[config.mk]
export PLATFORM = sky130hd
export DESIGN_NAME = websocket_frame_deframer_flat
export DESIGN_NICKNAME = d
export VERILOG_FILES = /design/src/rtl/core/wsd_pkg.sv /design/src/rtl/core/wsd_ifs.sv /design/src/rtl/core/wsd_parser.sv /design/src/rtl/core/websocket_frame_deframer.sv /design/src/flat_wrapper.sv
export SDC_FILE = /design/constraint.sdc
export NUM_CORES = 1
export LEC_CHECK = 0
export ABC_AREA = 1
export ABC_CLOCK_PERIOD_IN_PS = 3400
export BUFFER_PORTS_ARGS = -buffer_cell sky130_fd_sc_hd__buf_2
export CAP_MARGIN = 20
export CORE_MARGIN = 2
export CORE_UTILIZATION = 40
export DETAILED_ROUTE_END_ITERATION = 8
export HOLD_SLACK_MARGIN = 0.12
export PLACE_DENSITY = 0.55
export SYNTH_ARGS = -nofsm -noshare
export SYNTH_HDL_FRONTEND = slang
export SYNTH_HIERARCHICAL = 1
export SYNTH_SLANG_ARGS = --single-unit
[constraint.sdc]
create_clock -name i_clk -period 3.4 [get_ports i_clk]
set_input_delay 0.34 -clock i_clk [delete_from_list [all_inputs] [get_ports i_clk]]
set_output_delay 0.34 -clock i_clk [all_outputs]
set_load 0.05 [all_outputs]
[src/rtl/core/wsd_pkg.sv]
package wsd_pkg;

    // default width of the frame length counter
    localparam int LEN_BITS_DEF = 64;

    // limit register reset value
    localparam logic [15:0] MAX_LEN_RESET = 16'd65526;

    // frame header codes
    localparam logic [7:0] OPENER       = 8'h81;
    localparam logic [6:0] CODE_16      = 7'd126;
    localparam logic [6:0] CODE_64      = 7'd127;
    localparam logic [3:0] EXT_64_BYTES = 4'd8;
    localparam logic [3:0] EXT_16_BYTES = 4'd2;

    // one result beat
    typedef struct packed {
        logic [7:0] payload_byte;
        logic       first_of_frame;
        logic       last_of_frame;
        logic       empty_frame;
        logic       oversize_dropped;
    } t_result;

endpackage

[src/rtl/core/wsd_ifs.sv]
// received byte channel
interface wsd_in_if;
    logic       valid;
    logic       ready;
    logic [7:0] in_byte;
    logic       restart;

    modport source (output valid, output in_byte, output restart, input ready);
    modport sink   (input valid, input in_byte, input restart, output ready);
endinterface

// payload result channel
interface wsd_out_if;
    logic       valid;
    logic       ready;
    logic [7:0] payload_byte;
    logic       first_of_frame;
    logic       last_of_frame;
    logic       empty_frame;
    logic       oversize_dropped;

    modport source (
        output valid, output payload_byte, output first_of_frame,
        output last_of_frame, output empty_frame, output oversize_dropped,
        input ready
    );
    modport sink (
        input valid, input payload_byte, input first_of_frame,
        input last_of_frame, input empty_frame, input oversize_dropped,
        output ready
    );
endinterface

// limit register write channel
interface wsd_cfg_if;
    logic        valid;
    logic        ready;
    logic [15:0] data;

    modport source (output valid, output data, input ready);
    modport sink   (input valid, input data, output ready);
endinterface

[src/rtl/core/wsd_parser.sv]
module wsd_parser
    import wsd_pkg::*;
#(
    parameter int LEN_BITS = LEN_BITS_DEF
) (
    input  logic        i_clk,
    input  logic        i_rst_n,
    input  logic        i_step,
    input  logic [7:0]  i_byte,
    input  logic        i_restart,
    input  logic [15:0] i_max_len,
    output logic        o_res_valid,
    output t_result     o_res
);

    typedef enum logic [3:0] {
        PH_HUNT    = 4'b0001,
        PH_LEN     = 4'b0010,
        PH_EXT     = 4'b0100,
        PH_PAYLOAD = 4'b1000
    } t_phase;

    t_phase              r_phase, n_phase;
    logic [LEN_BITS-1:0] r_count, n_count;
    logic [3:0]          r_ext_left, n_ext_left;
    logic                r_first, n_first;
    logic                r_drop, n_drop;

    logic                s_start;
    logic [LEN_BITS-1:0] s_len;
    logic [LEN_BITS-1:0] s_accum;
    logic [3:0]          s_ext_dec;
    logic                s_last;
    logic                s_over;

    // frame length accumulation, saturating when the top byte is in use
    assign s_accum   = (|r_count[LEN_BITS-1:LEN_BITS-8]) ? {LEN_BITS{1'b1}}
                                                         : {r_count[LEN_BITS-9:0], i_byte};
    assign s_ext_dec = (r_ext_left != 4'd0) ? (r_ext_left - 4'd1) : 4'd0;
    assign s_last    = ~|r_count[LEN_BITS-1:1];
    assign s_over    = s_len > LEN_BITS'(i_max_len);

    // next state and result for one byte
    always_comb begin
        n_phase     = r_phase;
        n_count     = r_count;
        n_ext_left  = r_ext_left;
        n_first     = r_first;
        n_drop      = r_drop;
        s_start     = 1'b0;
        s_len       = '0;
        o_res_valid = 1'b0;
        o_res       = '0;

        if (i_restart) begin
            n_phase    = PH_HUNT;
            n_count    = '0;
            n_ext_left = 4'd0;
            n_first    = 1'b0;
            n_drop     = 1'b0;
        end else begin
            unique case (r_phase)
                PH_HUNT: begin
                    if (i_byte == OPENER) begin
                        n_phase    = PH_LEN;
                        n_count    = '0;
                        n_ext_left = 4'd0;
                        n_first    = 1'b0;
                        n_drop     = 1'b0;
                    end
                end
                PH_LEN: begin
                    if (i_byte[6:0] == CODE_16 || i_byte[6:0] == CODE_64) begin
                        n_phase    = PH_EXT;
                        n_count    = '0;
                        n_ext_left = (i_byte[6:0] == CODE_64) ? EXT_64_BYTES : EXT_16_BYTES;
                    end else begin
                        s_start = 1'b1;
                        s_len   = LEN_BITS'(i_byte[6:0]);
                    end
                end
                PH_EXT: begin
                    n_count    = s_accum;
                    n_ext_left = s_ext_dec;
                    if (s_ext_dec == 4'd0) begin
                        s_start = 1'b1;
                        s_len   = s_accum;
                    end
                end
                PH_PAYLOAD: begin
                    if (!r_drop) begin
                        o_res_valid          = 1'b1;
                        o_res.payload_byte   = i_byte;
                        o_res.first_of_frame = r_first;
                        o_res.last_of_frame  = s_last;
                        n_first              = 1'b0;
                    end else if (s_last) begin
                        o_res_valid            = 1'b1;
                        o_res.last_of_frame    = 1'b1;
                        o_res.oversize_dropped = 1'b1;
                    end
                    if (s_last) begin
                        n_phase    = PH_HUNT;
                        n_count    = '0;
                        n_ext_left = 4'd0;
                        n_first    = 1'b0;
                        n_drop     = 1'b0;
                    end else begin
                        n_count = r_count - LEN_BITS'(1);
                    end
                end
                default: begin
                    n_phase    = PH_HUNT;
                    n_count    = '0;
                    n_ext_left = 4'd0;
                    n_first    = 1'b0;
                    n_drop     = 1'b0;
                end
            endcase

            // length complete: empty frame result or enter payload
            if (s_start) begin
                if (s_len == '0) begin
                    o_res_valid          = 1'b1;
                    o_res.first_of_frame = 1'b1;
                    o_res.last_of_frame  = 1'b1;
                    o_res.empty_frame    = 1'b1;
                    n_phase              = PH_HUNT;
                    n_count              = '0;
                    n_ext_left           = 4'd0;
                    n_first              = 1'b0;
                    n_drop               = 1'b0;
                end else begin
                    n_phase    = PH_PAYLOAD;
                    n_count    = s_len;
                    n_ext_left = 4'd0;
                    n_drop     = s_over;
                    n_first    = !s_over;
                end
            end
        end
    end

    // parser state
    always_ff @(posedge i_clk) begin
        if (!i_rst_n) begin
            r_phase    <= PH_HUNT;
            r_count    <= '0;
            r_ext_left <= 4'd0;
            r_first    <= 1'b0;
            r_drop     <= 1'b0;
        end else if (i_step) begin
            r_phase    <= n_phase;
            r_count    <= n_count;
            r_ext_left <= n_ext_left;
            r_first    <= n_first;
            r_drop     <= n_drop;
        end
    end

endmodule

[src/rtl/core/websocket_frame_deframer.sv]
// path: input register, combinational frame parser, result register
// throughput: one byte per cycle while the result register is not stalled; the frame parser state is registered
// the input register takes a byte while the result register holds a stalled beat only if it is empty
// reset: synchronous active low; parser returns to hunting, limit goes to 65526,
// both pipeline registers come up empty
module websocket_frame_deframer
    import wsd_pkg::*;
#(
    parameter int LEN_BITS = LEN_BITS_DEF
) (
    input  logic      i_clk,
    input  logic      i_rst_n,
    wsd_in_if.sink    i_in,
    wsd_out_if.source o_out,
    wsd_cfg_if.sink   i_cfg
);

    logic        r_in_valid;
    logic [7:0]  r_in_byte;
    logic        r_in_restart;
    logic        r_out_valid;
    t_result     r_out;
    logic [15:0] r_max_len;

    logic        s_adv;
    logic        s_step;
    logic        s_res_valid;
    t_result     s_res;

    assign s_adv      = !r_out_valid || o_out.ready;
    assign s_step     = r_in_valid && s_adv;
    assign i_in.ready = !r_in_valid || s_adv;
    assign i_cfg.ready = 1'b1;

    // limit register
    always_ff @(posedge i_clk) begin
        if (!i_rst_n) begin
            r_max_len <= MAX_LEN_RESET;
        end else if (i_cfg.valid) begin
            r_max_len <= i_cfg.data;
        end
    end

    // input register
    always_ff @(posedge i_clk) begin
        if (!i_rst_n) begin
            r_in_valid <= 1'b0;
        end else if (i_in.ready) begin
            r_in_valid <= i_in.valid;
        end
    end

    always_ff @(posedge i_clk) begin
        if (i_in.valid && i_in.ready) begin
            r_in_byte    <= i_in.in_byte;
            r_in_restart <= i_in.restart;
        end
    end

    wsd_parser #(
        .LEN_BITS (LEN_BITS)
    ) u_parser (
        .i_clk       (i_clk),
        .i_rst_n     (i_rst_n),
        .i_step      (s_step),
        .i_byte      (r_in_byte),
        .i_restart   (r_in_restart),
        .i_max_len   (r_max_len),
        .o_res_valid (s_res_valid),
        .o_res       (s_res)
    );

    // result register
    always_ff @(posedge i_clk) begin
        if (!i_rst_n) begin
            r_out_valid <= 1'b0;
        end else if (s_adv) begin
            r_out_valid <= s_step && s_res_valid;
        end
    end

    always_ff @(posedge i_clk) begin
        if (s_adv) begin
            r_out <= s_res;
        end
    end

    // result beat
    assign o_out.valid            = r_out_valid;
    assign o_out.payload_byte     = r_out.payload_byte;
    assign o_out.first_of_frame   = r_out.first_of_frame;
    assign o_out.last_of_frame    = r_out.last_of_frame;
    assign o_out.empty_frame      = r_out.empty_frame;
    assign o_out.oversize_dropped = r_out.oversize_dropped;

endmodule

[src/flat_wrapper.sv]
// flat-port wrapper written by rule: the top's interface ports become plain ports
module websocket_frame_deframer_flat import wsd_pkg::*;
#(
    parameter int LEN_BITS = LEN_BITS_DEF
)
  (i_clk, i_rst_n, i_in_valid, i_in_in_byte, i_in_restart, i_in_ready, o_out_valid, o_out_payload_byte, o_out_first_of_frame, o_out_last_of_frame, o_out_empty_frame, o_out_oversize_dropped, o_out_ready, i_cfg_valid, i_cfg_data, i_cfg_ready);
  wsd_in_if i_in_i ();
  wsd_out_if o_out_i ();
  wsd_cfg_if i_cfg_i ();
  input  logic i_clk;
  input  logic i_rst_n;
  input wire logic [$bits(i_in_i.valid)-1:0] i_in_valid;
  input wire logic [$bits(i_in_i.in_byte)-1:0] i_in_in_byte;
  input wire logic [$bits(i_in_i.restart)-1:0] i_in_restart;
  output wire logic [$bits(i_in_i.ready)-1:0] i_in_ready;
  output wire logic [$bits(o_out_i.valid)-1:0] o_out_valid;
  output wire logic [$bits(o_out_i.payload_byte)-1:0] o_out_payload_byte;
  output wire logic [$bits(o_out_i.first_of_frame)-1:0] o_out_first_of_frame;
  output wire logic [$bits(o_out_i.last_of_frame)-1:0] o_out_last_of_frame;
  output wire logic [$bits(o_out_i.empty_frame)-1:0] o_out_empty_frame;
  output wire logic [$bits(o_out_i.oversize_dropped)-1:0] o_out_oversize_dropped;
  input wire logic [$bits(o_out_i.ready)-1:0] o_out_ready;
  input wire logic [$bits(i_cfg_i.valid)-1:0] i_cfg_valid;
  input wire logic [$bits(i_cfg_i.data)-1:0] i_cfg_data;
  output wire logic [$bits(i_cfg_i.ready)-1:0] i_cfg_ready;
  assign i_in_i.valid = i_in_valid;
  assign i_in_i.in_byte = i_in_in_byte;
  assign i_in_i.restart = i_in_restart;
  assign i_in_ready = i_in_i.ready;
  assign o_out_valid = o_out_i.valid;
  assign o_out_payload_byte = o_out_i.payload_byte;
  assign o_out_first_of_frame = o_out_i.first_of_frame;
  assign o_out_last_of_frame = o_out_i.last_of_frame;
  assign o_out_empty_frame = o_out_i.empty_frame;
  assign o_out_oversize_dropped = o_out_i.oversize_dropped;
  assign o_out_i.ready = o_out_ready;
  assign i_cfg_i.valid = i_cfg_valid;
  assign i_cfg_i.data = i_cfg_data;
  assign i_cfg_ready = i_cfg_i.ready;
  websocket_frame_deframer #(.LEN_BITS(LEN_BITS)) u_core (.i_clk(i_clk), .i_rst_n(i_rst_n), .i_in(i_in_i), .o_out(o_out_i), .i_cfg(i_cfg_i));
endmodule
==> results.txt <==
The run finished with clean final reports. The final net count came out at 1504. The startpoint identified for the worst hold timing path is i_cfg_data[8]. The final cell area excluding filler cells came out at 9630 sq um.

In this run, the number of DRC markers left after iteration 0 of detailed routing was 736. The static power due to leakage came out at 5.30 nW. Clock-pin slew was measured on the worst setup and hold paths at 0.06 ns. The post-cts resize count came out at 0. The count of buffers added on input and output ports is 43. The TritonCTS clock tree is yes. For the worst setup path, the data required time is 3.75 ns.

The final critical path time including I/O delays and setup is 2.79 ns. Sequential elements use 29.3% of the synthesized area. The cell taking the most area after synthesis is sky130_fd_sc_hd__nand2_1. The count of mapped cells out of synthesis came out at 1416. The library cell used most frequently in the layout, excluding fill and tap cells, is sky130_fd_sc_hd__nand2_1. The detailed router used layers up to and including met4.

The sum of routed wire segments on met1 came out at 13300 um. The wire length on met2 is 12000 um. The TritonCTS buffer count came out at 17.

The area inside the core boundary is 20900 sq um. The count of yosys warnings during synthesis is 6. The total overflow left after global routing is 0. For the pin with the worst max-slew slack, the measured transition is 0.901 ns. The maximum root-to-sink buffer count came out at 2.

The launch instance of the worst register-to-register path is u_core/u_parser/r_count[61]. The worst slew margin relative to its limit came out at 40.0%. Setup repair after global routing left no endpoint under its margin.

The estimated wirelength of the detail-placed design is 20200 um. Across all hold checks on the routed design, the worst slack comes to 0.130 ns. The average instance area after synthesis came out at 5.97 sq um. The starting density of the core came out at 40.4%. The boundary pin count came out at 45.

The setup-violating endpoint count in the final report came out at 0. The overall die area is 22300 sq um. The library cells used most frequently in the layout, excluding fill and tap cells, are sky130_fd_sc_hd__nand2_1, sky130_fd_sc_hd__nor2_1, sky130_fd_sc_hd__inv_1, sky130_fd_sc_hd__dfxtp_1, sky130_fd_sc_hd__a21oi_1. Cells fill 46.1% of the core in the end. The global placement routability congestion came out at 0.953.

From bottom edge to top edge, the die measures 149 um. The final total power came out at 3.45 mW. The kind of end point of the critical path is a register. The initialized floorplan defines 53 standard-cell rows. The final layout contains routed wiring with a total length of 27200 um.

The net count after synthesis came out at 1463. The path with the worst hold slack has its endpoint at u_core/r_max_len[8]. The clock tree root buffer cell is sky130_fd_sc_hd__clkbuf_16. The maximum resistive drop on vdd is 306 uV.

The clock latency on the worst-skew pair came out at 0.43 ns. The arrival time of the worst setup path came out at 3.14 ns. The average via count per standard cell came out at 5.13. The final count of hold timing violations is 0.

The number of clock sinks came out at 113. The average wire per standard cell came out at 15.6 um. The top cell type's share of synthesized area came out at 24.8%. The tool flagged a number of max-cap violations equal to 0.

The period utilization is 82.1%. In this run, synthesis produced a sequential element count of 113. The number of global-route vias before repair came out at 8305. The accumulated negative setup slack is 0 ns. The worst hold path passes through 3 cells.

The max-slew violation count came out at 0. The achievable frequency came out at 358 MHz. The power per unit of standard cell area is 358 nW/um^2.

The floorplan step set the die width to 149 um. Relative to the synthesized area, the layout overhead comes to 14.0%. In this run the remaining antenna-violating nets after routing total 0. For the worst flop-to-flop path, the logic depth is 16. The ratio of cells with drive above 1 in the final layout came out at 9.52%. The number of optimization iterations in the first detailed-route pass is 5. The number of antenna diodes is 0.

The summed instance area of the synthesized netlist came out at 8450 sq um. The met3 layer wire length in the routed design came out at 1690 um. Along the worst path, the maximum fanout reaches 48. The setup clock skew after layout is 0.00776 ns. After synthesis, the cell types taking the most area are sky130_fd_sc_hd__nand2_1, sky130_fd_sc_hd__dfxtp_1, sky130_fd_sc_hd__nor2_1. The tightest min-delay check is of the in -> reg type. In this run the register-to-register setup slack is 0.61 ns. The vias after detailed routing came out at 8960.

The number of antenna violations at the first check in global routing came out at 0. The number of remaining DRC errors came out at 0. The first global-routing pass estimated 44200 um of wire. The placed instances occupy a cell area of 8840 sq um. The startpoint kind of the worst setup timing path is a register. The largest net degree at the start of global routing came out at 67.

The H-tree depth reported by CTS came out at 4. The end of the worst register-to-register path is u_core/o_out.valid. The critical path is of the reg -> reg type. The overall routing resource usage came out at 25.3%. The number of different library cells used by synthesis comes to 43.
[how the worst max path moves through the flow]
stage / endpoint / from
finish: u_core/o_out.valid / u_core/u_parser/r_count[61]
global route: u_core/u_parser/r_drop / u_core/u_parser/r_ext_left[2]
CTS: u_core/o_out.valid / u_core/u_parser/r_count[56]
detailed placement: u_core/u_parser/r_first / u_core/u_parser/r_phase[1]
global placement: u_core/u_parser/r_first / u_core/u_parser/r_phase[1]
floorplan: u_core/u_parser/r_first / u_core/u_parser/r_count[58]
[synthesized netlist by cell type, drive strengths merged]
cell type / number
edfxtp: 21
nor2: 202
dfxtp: 92
o21a: 1
o21ba: 1
and2: 2
a211oi: 1
nor3: 19
clkinv: 1
nand3b: 2
clkbuf: 33
nand2: 574
or2: 2
ha: 17
nand3: 63
nand4: 23
a21boi: 1
conb: 1
inv: 126
a31oi: 1
o211ai: 5
xor2: 45
a21oi: 83
o31ai: 1
o21ai: 74
nor3b: 1
nor4: 2
buf: 22
[state kept, by name (all words and copies together), names as in the netlist]
register                       count
u_core/u_parser/r_count           64
u_core/r_max_len                  16
u_core/o_out.payload_byte          8
u_core/r_in_byte                   8
u_core/u_parser/r_ext_left         4
u_core/u_parser/r_phase            4
u_core/o_out.empty_frame           1
u_core/o_out.first_of_frame        1
u_core/o_out.last_of_frame         1
u_core/o_out.oversize_dropped      1
u_core/o_out.valid                 1
u_core/r_in_restart                1
u_core/r_in_valid                  1
u_core/u_parser/r_drop             1
u_core/u_parser/r_first            1
[critical path, stage by stage, from the launching register on]
cell                      delay, ns
sky130_fd_sc_hd__dfxtp_1       0.35
sky130_fd_sc_hd__nor2_1        0.17
sky130_fd_sc_hd__nand2_2       0.12
sky130_fd_sc_hd__nor2_8        0.26
sky130_fd_sc_hd__buf_12        0.28
sky130_fd_sc_hd__nand2_1       0.15
sky130_fd_sc_hd__nand2_1       0.15
sky130_fd_sc_hd__nand2_1       0.08
sky130_fd_sc_hd__nor2_1        0.09
sky130_fd_sc_hd__nand2_1       0.05
sky130_fd_sc_hd__nor2_1        0.20
sky130_fd_sc_hd__nand2_1       0.10
sky130_fd_sc_hd__nor2_2        0.23
sky130_fd_sc_hd__nand3_2       0.14
sky130_fd_sc_hd__nand3_1       0.10
sky130_fd_sc_hd__nand2_1       0.06
sky130_fd_sc_hd__a21oi_1       0.17
[cell type report]
cell class                      count  area, sq um
Tap cell                          275          344
Fill cell                        2278        11300
Clock inverter                     15          156
Multi-Input combinational cell   1121         5210
Timing Repair Buffer               77          543
Sequential cell                   113         2470
Inverter                          127          484
Clock buffer                       17          425
[stage by stage]
stage,std cells,setup WS (ns)
after floorplan,1416,1.10
after detailed placement,1693,0.712
final,1745,0.608
after CTS,1744,0.672
after global placement,1693,0.747
after global routing,1745,0.354
[cell families after synthesis]
group,synth area share (%)
adders and majority gates,2.52
buffers and inverters,9.30
AOI/OAI and AO/OA,10.3
and+or+nand+nor,43.9
xor gates and xnor gates,4.67
other,0.0444
DFF,29.3
[report_power, final]
part           switching [mW]  internal, mW
logic                   0.159        0.0788
registers              0.0170          1.39
clock network           0.718          1.08
total                   0.894          2.55
[timing repair]
item | in CTS | in global routing
hold buffers | 19 | 0
endpoints found under the hold margin | 19 | 0
setup buffers | 0 | 0
[metal layers]
layer | vias up | GRT usage, %
met4 | 0 | 5.52
met1 | 4121 | 36.7
met2 | 268 | 38.9
met5 | - | 0
met3 | 20 | 4.89
li1 | 4551 | -
(Power assumes the default switching activity.)
